`config.mk`:
```
export PLATFORM = sky130hd
export DESIGN_NAME = terminal_key_sequence_decoder_top
export DESIGN_NICKNAME = d
export VERILOG_FILES = /design/src/rtl/tksd_pkg.sv /design/src/rtl/tksd_csr.sv /design/src/rtl/tksd_parse.sv /design/src/rtl/tksd_rspq.sv /design/src/rtl/terminal_key_sequence_decoder_top.sv
export SDC_FILE = /design/constraint.sdc
export NUM_CORES = 1
export LEC_CHECK = 0
export ABC_AREA = 0
export BUFFER_PORTS_ARGS = -buffer_cell sky130_fd_sc_hd__buf_2
export CAP_MARGIN = 20
export CORE_UTILIZATION = 35
export DETAILED_ROUTE_END_ITERATION = 6
export GPL_TIMING_DRIVEN = 0
export PLACE_DENSITY = 0.49
export SETUP_SLACK_MARGIN = 0.5
export SYNTH_ARGS = -nofsm -noshare
export SYNTH_HDL_FRONTEND = slang
export SYNTH_SLANG_ARGS = --single-unit
```
`constraint.sdc`:
```
create_clock -name clock -period 7.18 [get_ports clock]
set_input_delay 1.436 -clock clock [delete_from_list [all_inputs] [get_ports clock]]
set_output_delay 1.436 -clock clock [all_outputs]
set_load 0.005 [all_outputs]
```
`src/rtl/tksd_pkg.sv`:
```
package tksd_pkg;

   // Key kinds carried in the result's key_kind field.
   localparam logic [3:0] KEY_PLAIN = 4'd0;
   localparam logic [3:0] KEY_ENTER = 4'd1;
   localparam logic [3:0] KEY_UP    = 4'd2;
   localparam logic [3:0] KEY_DOWN  = 4'd3;
   localparam logic [3:0] KEY_PGUP  = 4'd4;
   localparam logic [3:0] KEY_PGDN  = 4'd5;
   localparam logic [3:0] KEY_HOME  = 4'd6;
   localparam logic [3:0] KEY_END   = 4'd7;
   localparam logic [3:0] KEY_ESC   = 4'd8;
   localparam logic [3:0] KEY_UNREC = 4'd9;

   // Input event kinds.
   localparam logic MODE_BYTE  = 1'b0;
   localparam logic MODE_QUIET = 1'b1;

   // Configuration register indexes.
   localparam int          CSR_INDEX_W     = 2;
   localparam logic [1:0]  CSR_ARROW_LEFT  = 2'd0;
   localparam logic [1:0]  CSR_ARROW_RIGHT = 2'd1;
   localparam logic [1:0]  CSR_ARROW_UP    = 2'd2;
   localparam logic [1:0]  CSR_ARROW_DOWN  = 2'd3;

   // Result queue geometry.
   localparam int RSPQ_DEPTH = 4;
   localparam int RSPQ_PTR_W = $clog2(RSPQ_DEPTH);
   localparam int RSPQ_CNT_W = $clog2(RSPQ_DEPTH + 1);

   typedef struct packed {
      logic       mode;
      logic [7:0] data_byte;
   } req_payload_type;

   typedef struct packed {
      logic [3:0] key_kind;
      logic [7:0] raw_byte;
      logic       last;
   } rsp_payload_type;

   typedef struct packed {
      logic [7:0] left_code;
      logic [7:0] right_code;
      logic [7:0] up_code;
      logic [7:0] down_code;
   } arrow_codes_type;

   // Results produced by one accepted event, first result in res0.
   typedef struct packed {
      logic [1:0]      count;
      rsp_payload_type res0;
      rsp_payload_type res1;
   } push_type;

endpackage

```
`src/rtl/tksd_csr.sv`:
```
module tksd_csr (
   input  logic                                clock,
   input  logic                                reset,
   input  logic                                csr_write_en,
   input  logic [tksd_pkg::CSR_INDEX_W-1:0]    csr_index,
   input  logic [7:0]                          csr_wdata,
   output tksd_pkg::arrow_codes_type           arrow_codes
);

   tksd_pkg::arrow_codes_type codes_ff;
   tksd_pkg::arrow_codes_type codes_in;

   always_comb begin
      codes_in = codes_ff;
      if (csr_write_en) begin
         case (csr_index)
            tksd_pkg::CSR_ARROW_LEFT:  codes_in.left_code  = csr_wdata;
            tksd_pkg::CSR_ARROW_RIGHT: codes_in.right_code = csr_wdata;
            tksd_pkg::CSR_ARROW_UP:    codes_in.up_code    = csr_wdata;
            tksd_pkg::CSR_ARROW_DOWN:  codes_in.down_code  = csr_wdata;
            default:                   codes_in = codes_ff;
         endcase
      end
   end

   always_ff @(posedge clock) begin
      if (reset) begin
         codes_ff.left_code  <= 8'd2;
         codes_ff.right_code <= 8'd3;
         codes_ff.up_code    <= 8'd4;
         codes_ff.down_code  <= 8'd5;
      end else begin
         codes_ff <= codes_in;
      end
   end

   assign arrow_codes = codes_ff;

endmodule

```
`src/rtl/tksd_parse.sv`:
```
module tksd_parse (
   input  logic                         clock,
   input  logic                         reset,
   input  logic                         fire,
   input  tksd_pkg::req_payload_type    req,
   input  tksd_pkg::arrow_codes_type    arrow_codes,
   output tksd_pkg::push_type           push
);

   localparam logic [1:0] PH_IDLE = 2'd0;
   localparam logic [1:0] PH_ESC  = 2'd1;
   localparam logic [1:0] PH_SEQ  = 2'd2;
   localparam logic [1:0] PH_TAIL = 2'd3;

   localparam logic [7:0] CH_ESC = 8'h1B;
   localparam logic [7:0] CH_CR  = 8'h0D;
   localparam logic [7:0] CH_LF  = 8'h0A;
   localparam logic [7:0] CH_CSI = 8'h5B;
   localparam logic [7:0] CH_SS3 = 8'h4F;

   logic [1:0] phase_ff, phase_in;
   logic [2:0] held_ff, held_in;
   logic       quiet;
   logic [7:0] c;
   tksd_pkg::push_type p;

   assign quiet = (req.mode == tksd_pkg::MODE_QUIET);
   assign c     = req.data_byte;

   always_comb begin
      phase_in = phase_ff;
      held_in  = held_ff;
      p        = '0;
      case (phase_ff)
         PH_IDLE: begin
            if (!quiet) begin
               p.count = 2'd1;
               if (c == CH_CR || c == CH_LF) begin
                  p.res0.key_kind = tksd_pkg::KEY_ENTER;
               end else if (c == arrow_codes.left_code) begin
                  p.res0.key_kind = tksd_pkg::KEY_PGUP;
               end else if (c == arrow_codes.right_code) begin
                  p.res0.key_kind = tksd_pkg::KEY_PGDN;
               end else if (c == arrow_codes.up_code) begin
                  p.res0.key_kind = tksd_pkg::KEY_UP;
               end else if (c == arrow_codes.down_code) begin
                  p.res0.key_kind = tksd_pkg::KEY_DOWN;
               end else if (c == CH_ESC) begin
                  p.count  = 2'd0;
                  phase_in = PH_ESC;
               end else begin
                  p.res0.key_kind = tksd_pkg::KEY_PLAIN;
                  p.res0.raw_byte = c;
               end
            end
         end
         PH_ESC: begin
            if (quiet) begin
               p.count         = 2'd1;
               p.res0.key_kind = tksd_pkg::KEY_ESC;
               phase_in        = PH_IDLE;
            end else if (c == CH_CSI || c == CH_SS3) begin
               phase_in = PH_SEQ;
            end else begin
               // A lone escape followed by an ordinary byte passed through raw.
               p.count         = 2'd2;
               p.res0.key_kind = tksd_pkg::KEY_ESC;
               p.res1.key_kind = tksd_pkg::KEY_PLAIN;
               p.res1.raw_byte = c;
               phase_in        = PH_IDLE;
            end
         end
         PH_SEQ: begin
            if (!quiet) begin
               phase_in = PH_IDLE;
               p.count  = 2'd1;
               case (c)
                  8'h41: p.res0.key_kind = tksd_pkg::KEY_UP;
                  8'h42: p.res0.key_kind = tksd_pkg::KEY_DOWN;
                  8'h43: p.res0.key_kind = tksd_pkg::KEY_PGDN;
                  8'h44: p.res0.key_kind = tksd_pkg::KEY_PGUP;
                  8'h48: p.res0.key_kind = tksd_pkg::KEY_HOME;
                  8'h46: p.res0.key_kind = tksd_pkg::KEY_END;
                  8'h35: begin
                     p.count  = 2'd0;
                     held_in  = tksd_pkg::KEY_PGUP[2:0];
                     phase_in = PH_TAIL;
                  end
                  8'h36: begin
                     p.count  = 2'd0;
                     held_in  = tksd_pkg::KEY_PGDN[2:0];
                     phase_in = PH_TAIL;
                  end
                  8'h31: begin
                     p.count  = 2'd0;
                     held_in  = tksd_pkg::KEY_HOME[2:0];
                     phase_in = PH_TAIL;
                  end
                  8'h34: begin
                     p.count  = 2'd0;
                     held_in  = tksd_pkg::KEY_END[2:0];
                     phase_in = PH_TAIL;
                  end
                  default: p.res0.key_kind = tksd_pkg::KEY_UNREC;
               endcase
            end
         end
         default: begin
            // Any byte closes the numbered sequence and is swallowed.
            if (!quiet) begin
               p.count         = 2'd1;
               p.res0.key_kind = {1'b0, held_ff};
               held_in         = 3'd0;
               phase_in        = PH_IDLE;
            end
         end
      endcase
      p.res0.last = (p.count == 2'd1);
      p.res1.last = (p.count == 2'd2);
   end

   always_ff @(posedge clock) begin
      if (reset) begin
         phase_ff <= PH_IDLE;
         held_ff  <= 3'd0;
      end else if (fire) begin
         phase_ff <= phase_in;
         held_ff  <= held_in;
      end
   end

   always_comb begin
      push       = p;
      push.count = fire ? p.count : 2'd0;
   end

endmodule

```
`src/rtl/tksd_rspq.sv`:
```
module tksd_rspq (
   input  logic                       clock,
   input  logic                       reset,
   input  tksd_pkg::push_type         push,
   input  logic                       pop,
   output logic                       rsp_valid,
   output tksd_pkg::rsp_payload_type  rsp_payload,
   output logic                       full
);

   localparam int PW = tksd_pkg::RSPQ_PTR_W;
   localparam int CW = tksd_pkg::RSPQ_CNT_W;

   tksd_pkg::rsp_payload_type entry_ff [tksd_pkg::RSPQ_DEPTH];
   logic [PW-1:0] wr_ptr_ff, wr_ptr_in;
   logic [PW-1:0] rd_ptr_ff, rd_ptr_in;
   logic [CW-1:0] count_ff, count_in;
   logic [PW-1:0] wr_next;

   assign wr_next   = wr_ptr_ff + PW'(1);
   assign wr_ptr_in = wr_ptr_ff + PW'(push.count);
   assign rd_ptr_in = rd_ptr_ff + PW'(pop);
   assign count_in  = count_ff + CW'(push.count) - CW'(pop);

   always_ff @(posedge clock) begin
      if (push.count != 2'd0) begin
         entry_ff[wr_ptr_ff] <= push.res0;
      end
      if (push.count == 2'd2) begin
         entry_ff[wr_next] <= push.res1;
      end
   end

   always_ff @(posedge clock) begin
      if (reset) begin
         wr_ptr_ff <= '0;
         rd_ptr_ff <= '0;
         count_ff  <= '0;
      end else begin
         wr_ptr_ff <= wr_ptr_in;
         rd_ptr_ff <= rd_ptr_in;
         count_ff  <= count_in;
      end
   end

   assign rsp_valid   = (count_ff != '0);
   assign rsp_payload = entry_ff[rd_ptr_ff];
   // Keep room for the two results one event can produce.
   assign full        = (count_ff > CW'(tksd_pkg::RSPQ_DEPTH - 2));

endmodule

```
`src/rtl/terminal_key_sequence_decoder_top.sv`:
```
// Channel   | Direction | Handshake             | Payload
// req_      | in        | req_valid / req_stall | mode, data_byte
// rsp_      | out       | rsp_valid / rsp_stall | key_kind, raw_byte, last
// csr_      | in        | csr_write_en          | csr_index, csr_wdata (no read-back)
//
// An event is decoded in the cycle it is transferred in; its results show on
// the rsp_ side from the next cycle on, one result transfer per cycle while rsp_stall is low.
// One event per cycle is taken while results drain; a four-entry result queue
// sets the figure, and req_stall rises only when fewer than two slots are free.
// Reset is synchronous and active high; it restores the arrow codes and idles
// the parser and the queue. rsp_stall only backs the queue up.
//
// The decoder reads terminal bytes and quiet-line events and turns them into
// key codes. CR and LF give enter, the four programmable arrow bytes give page
// up, page down, up and down, and ESC opens an escape sequence. A single event
// can produce two results (escape followed by the raw byte), and the last flag
// marks the final result of each event.
module terminal_key_sequence_decoder_top (
   input  logic                                clock,
   input  logic                                reset,
   input  logic                                req_valid,
   output logic                                req_stall,
   input  tksd_pkg::req_payload_type           req_payload,
   output logic                                rsp_valid,
   input  logic                                rsp_stall,
   output tksd_pkg::rsp_payload_type           rsp_payload,
   input  logic                                csr_write_en,
   input  logic [tksd_pkg::CSR_INDEX_W-1:0]    csr_index,
   input  logic [7:0]                          csr_wdata
);

   tksd_pkg::arrow_codes_type arrow_codes;
   tksd_pkg::push_type        push;
   logic                      queue_full;
   logic                      req_fire;
   logic                      rsp_fire;

   // The input side stalls only on queue space, never on rsp_stall directly.
   assign req_stall = queue_full;
   assign req_fire  = req_valid && !req_stall;
   assign rsp_fire  = rsp_valid && !rsp_stall;

   // Arrow code registers.
   tksd_csr u_csr (
      .clock        (clock),
      .reset        (reset),
      .csr_write_en (csr_write_en),
      .csr_index    (csr_index),
      .csr_wdata    (csr_wdata),
      .arrow_codes  (arrow_codes)
   );

   // Escape sequence parser: phase and held key registers plus the decode.
   tksd_parse u_parse (
      .clock       (clock),
      .reset       (reset),
      .fire        (req_fire),
      .req         (req_payload),
      .arrow_codes (arrow_codes),
      .push        (push)
   );

   // Result queue that separates the two sides.
   tksd_rspq u_rspq (
      .clock       (clock),
      .reset       (reset),
      .push        (push),
      .pop         (rsp_fire),
      .rsp_valid   (rsp_valid),
      .rsp_payload (rsp_payload),
      .full        (queue_full)
   );

endmodule

```
==> impl_metrics.toml <==
[power_and_ir_drop]
p_leak_nw = 2.16
power_frac_comb_pct = 21.4
power.switching_w = 0.000391
intPower_w = 0.00102
vdd_drop_max_uv = 138
p_per_area_nw_per_um2 = 248
sequentialPowerShare_pct = 44.7
p_sw_share_pct = 27.7
p_clk_share_pct = 33.9

[yosys]
yosysMostFrequentCell = "nand2_1"
yosysSeqAreaShare_pct = 45.6
synth.top_cell.area_share_pct = 24.0
synth_seq_cells = 96
avgSynthCellArea_um2 = 9.89
ys.warnings.count = 0
ys_types = 68
synth_area_leaders = "dfxtp_1, edfxtp_1, mux4_2, nand2_1, mux2i_1"
ys_async_sr_fraction_pct = 0
postSynthNetCount = 536
yosysTopAreaCell = "dfxtp_1"
synth-edff-count = 36
ys_top_cells_by_count = "nand2_1, dfxtp_1, nor2_1, edfxtp_1, a21oi_1"
synthCells = 506
syn-cell-area_um2 = 5010
synth_ff_type = "dfxtp_1"

[worst_setup_path]
path_max_fanout = 9
cp.arrival_ps = 4610
r2r-start = "u_rspq.count_ff[0]$_SDFF_PP0_"
cp.required_ps = 7400
crit_type = "in -> reg"
reg2reg_depth = 9
cp-start-kind = "primary input"
reg2reg_to = "u_rspq.count_ff[2]$_SDFF_PP0_"
worst_setup_path_end_kind = "flop"
reg2reg_slack_ps = 3920

[min_path]
min_path_cells = 2
min-delay-start = "u_rspq.entry_ff[0][10]$_SDFFE_PP0N_"
hold_end = "u_rspq.entry_ff[0][10]$_SDFFE_PP0N_"
hold_class = "reg -> reg"

[drt]
via_count = 3818
routed_wl_mm = 13.0
drc = 0
viasPerCell = 5.20
first_iter_violations = 212
wire_per_inst_um = 17.7
ant_nets = 0
firstDrtPassIters = 5

[cts]
cts_sinks = 96
clkTransAtPathRegs_ps = 60
cts_tree = "built"
cts_root_buf = "clkbuf_16"
post_cts_resized = 0
cts-hold-fix-buffers = 0
post_cts_buffers = 0
cts_buffers = 9
clk_path_buf_depth = 2
clk_latency_ps = 350
htreeDepth = 3

[placed_design]
portBuffers = 32
dpl_cell_area_um2 = 5390
dp_hpwl_mm = 9.57
place_congestion = 0.831

[floorplanning]
start_util_pct = 35.9
die_h_um = 122
rows = 43
coreArea_um2 = 13900
die-area_um2 = 14800
io_pins = 39
die_x_um = 122

[sta]
finalSetupTns_ps = 0
finalHoldViolCount = 0
setup_viol = 0
drv_slew = 0
grt_setup_unrepaired = "false"
slew_headroom_pct = 31.3
tightestPinTransition_ps = 1020
min_period_over_period_pct = 61.2
fin_crit_ps = 4390
fin_skew_ps = 5.64
max_freq_mhz = 228

[global_routing]
grt_pass1_wl_mm = 20.7
antenna_found_initial = 0
grt_pass1_vias = 3754
grt_max_degree = 17
track_usage_pct = 18.9
grt_overflow_total = 0

[finish]
fin_area_um2 = 5680
area_delta_synth_final_pct = 13.5
n_antenna_cell = 0
layout.nets = 579
drive_above_1_share_pct = 14.6

[outcome]
status = "finished, final reports clean"

[job]
maxCapViolCount = 0
cell usage in the layout (no fill, tap or decap), types with 3 or more instances in the layout:
| master | synthesis | routed |
|---|---|---|
| a211o_1 | 3 | 3 |
| a211oi_1 | 3 | 3 |
| a21boi_0 | 4 | 4 |
| a21boi_1 | 3 | 3 |
| a21oi_1 | 27 | 27 |
| a221oi_1 | 3 | 3 |
| a31oi_1 | 4 | 4 |
| and2_1 | 9 | 9 |
| and3_1 | 5 | 5 |
| buf_2 | 7 | 39 |
| clkbuf_1 | 19 | 21 |
| clkbuf_16 | 0 | 9 |
| dfxtp_1 | 60 | 60 |
| edfxtp_1 | 36 | 36 |
| ha_1 | 5 | 5 |
| inv_1 | 14 | 14 |
| mux2i_1 | 24 | 24 |
| mux4_2 | 13 | 13 |
| nand2_1 | 65 | 65 |
| nand2b_1 | 7 | 7 |
| nand3_1 | 5 | 5 |
| nand3b_1 | 7 | 7 |
| nand4_1 | 3 | 3 |
| nor2_1 | 47 | 47 |
| nor2b_1 | 16 | 16 |
| nor3_1 | 10 | 10 |
| nor4_1 | 6 | 6 |
| o21ai_0 | 12 | 12 |
| o22ai_1 | 4 | 4 |
| xnor2_1 | 14 | 14 |
| xor2_1 | 25 | 25 |
kinds of logic (layout without fill, tap and decap cells):
kind of cell / count (synthesis) / after routing / share of synthesized area (%)
adder cells (fa/ha/maj): 6 / 6 / 1.65
multiplexers: 37 / 37 / 10.6
AND/OR/NAND/NOR: 198 / 198 / 19.8
flip-flops: 96 / 96 / 45.6
buffers and inverters: 44 / 92 / 3.77
AO/OA/AOI/OAI: 86 / 86 / 11.7
XOR/XNOR: 39 / 39 / 6.82
critical path: stages:
cell      delay (ps)
clkbuf_1         480
nor4b_1          400
nand3_1          240
o31a_1           360
a211oi_1         650
nor2_1           220
ha_1             260
inv_1             60
fa_1             180
xnor2_1          130
xnor2_1          130
nor2_1            50
routing by layer:
layer | vias up | GRT usage [%] | part of all wire (%)
met5 | - | 0 | 0
met4 | 0 | 5.94 | 1.8
met3 | 18 | 4.17 | 3.9
met2 | 93 | 32.3 | 49
met1 | 1820 | 23.7 | 45
li1 | 1887 | - | -
cell type report:
type	count	area, um2
inverter	14	52.6
clock buffer	11	233
tap	180	225
clock inverter	5	57.6
fill	1409	8250
multi-input combinational	366	2530
sequential	96	2280
timing repair buffer	32	160
buffer	30	136
through the flow:
| stage | power [W] | setup WS, ps | instances | hold slack (ps) | util (%) |
|---|---|---|---|---|---|
| after global placement | 0.000944 | 2400 | 718 | 446 | 38.7 |
| final | 0.00141 | 2790 | 734 | 460 | 40.8 |
| after detailed placement | 0.000948 | 2420 | 718 | 453 | 38.7 |
| after floorplan | 0.000849 | 3270 | 506 | 435 | - |
| after CTS | 0.00143 | 2780 | 734 | 462 | 40.8 |
| after global routing | 0.00149 | 2540 | 734 | 481 | 40.8 |
worst max-delay path by stage:
| stage | from | slack (ps) | to | depth (start not counted) |
|---|---|---|---|---|
| after CTS | req_payload[3] | 2780 | u_rspq.count_ff[2]$_SDFF_PP0_ | 12 |
| final | req_payload[3] | 2790 | u_rspq.count_ff[2]$_SDFF_PP0_ | 12 |
| after global placement | req_payload[3] | 2400 | u_rspq.count_ff[2]$_SDFF_PP0_ | 12 |
| after global routing | req_payload[3] | 2540 | u_rspq.count_ff[2]$_SDFF_PP0_ | 12 |
| after detailed placement | req_payload[3] | 2420 | u_rspq.count_ff[2]$_SDFF_PP0_ | 12 |
| after floorplan | req_payload[3] | 3270 | u_rspq.count_ff[2]$_SDFF_PP0_ | 12 |
registers in the layout (all words and copies together), names as in the netlist:
name,count
u_rspq.rd_ptr_ff,2
u_rspq.wr_ptr_ff,2
u_rspq.entry_ff,52
u_parse.phase_ff,2
u_parse.held_ff,3
u_rspq.count_ff,3
u_csr.arrow_codes,32
power groups by stage:
stage | clock, W | combinational, W | sequential, W
2_1_floorplan | 0 | 0.000217 | 0.000631
3_3_place_gp | 0 | 0.000304 | 0.000640
3_5_place_dp | 0 | 0.000306 | 0.000642
4_1_cts | 0.000491 | 0.000308 | 0.000630
5_1_grt | 0.000510 | 0.000343 | 0.000634
6_report | 0.000478 | 0.000301 | 0.000629
(Power assumes the default switching activity.)
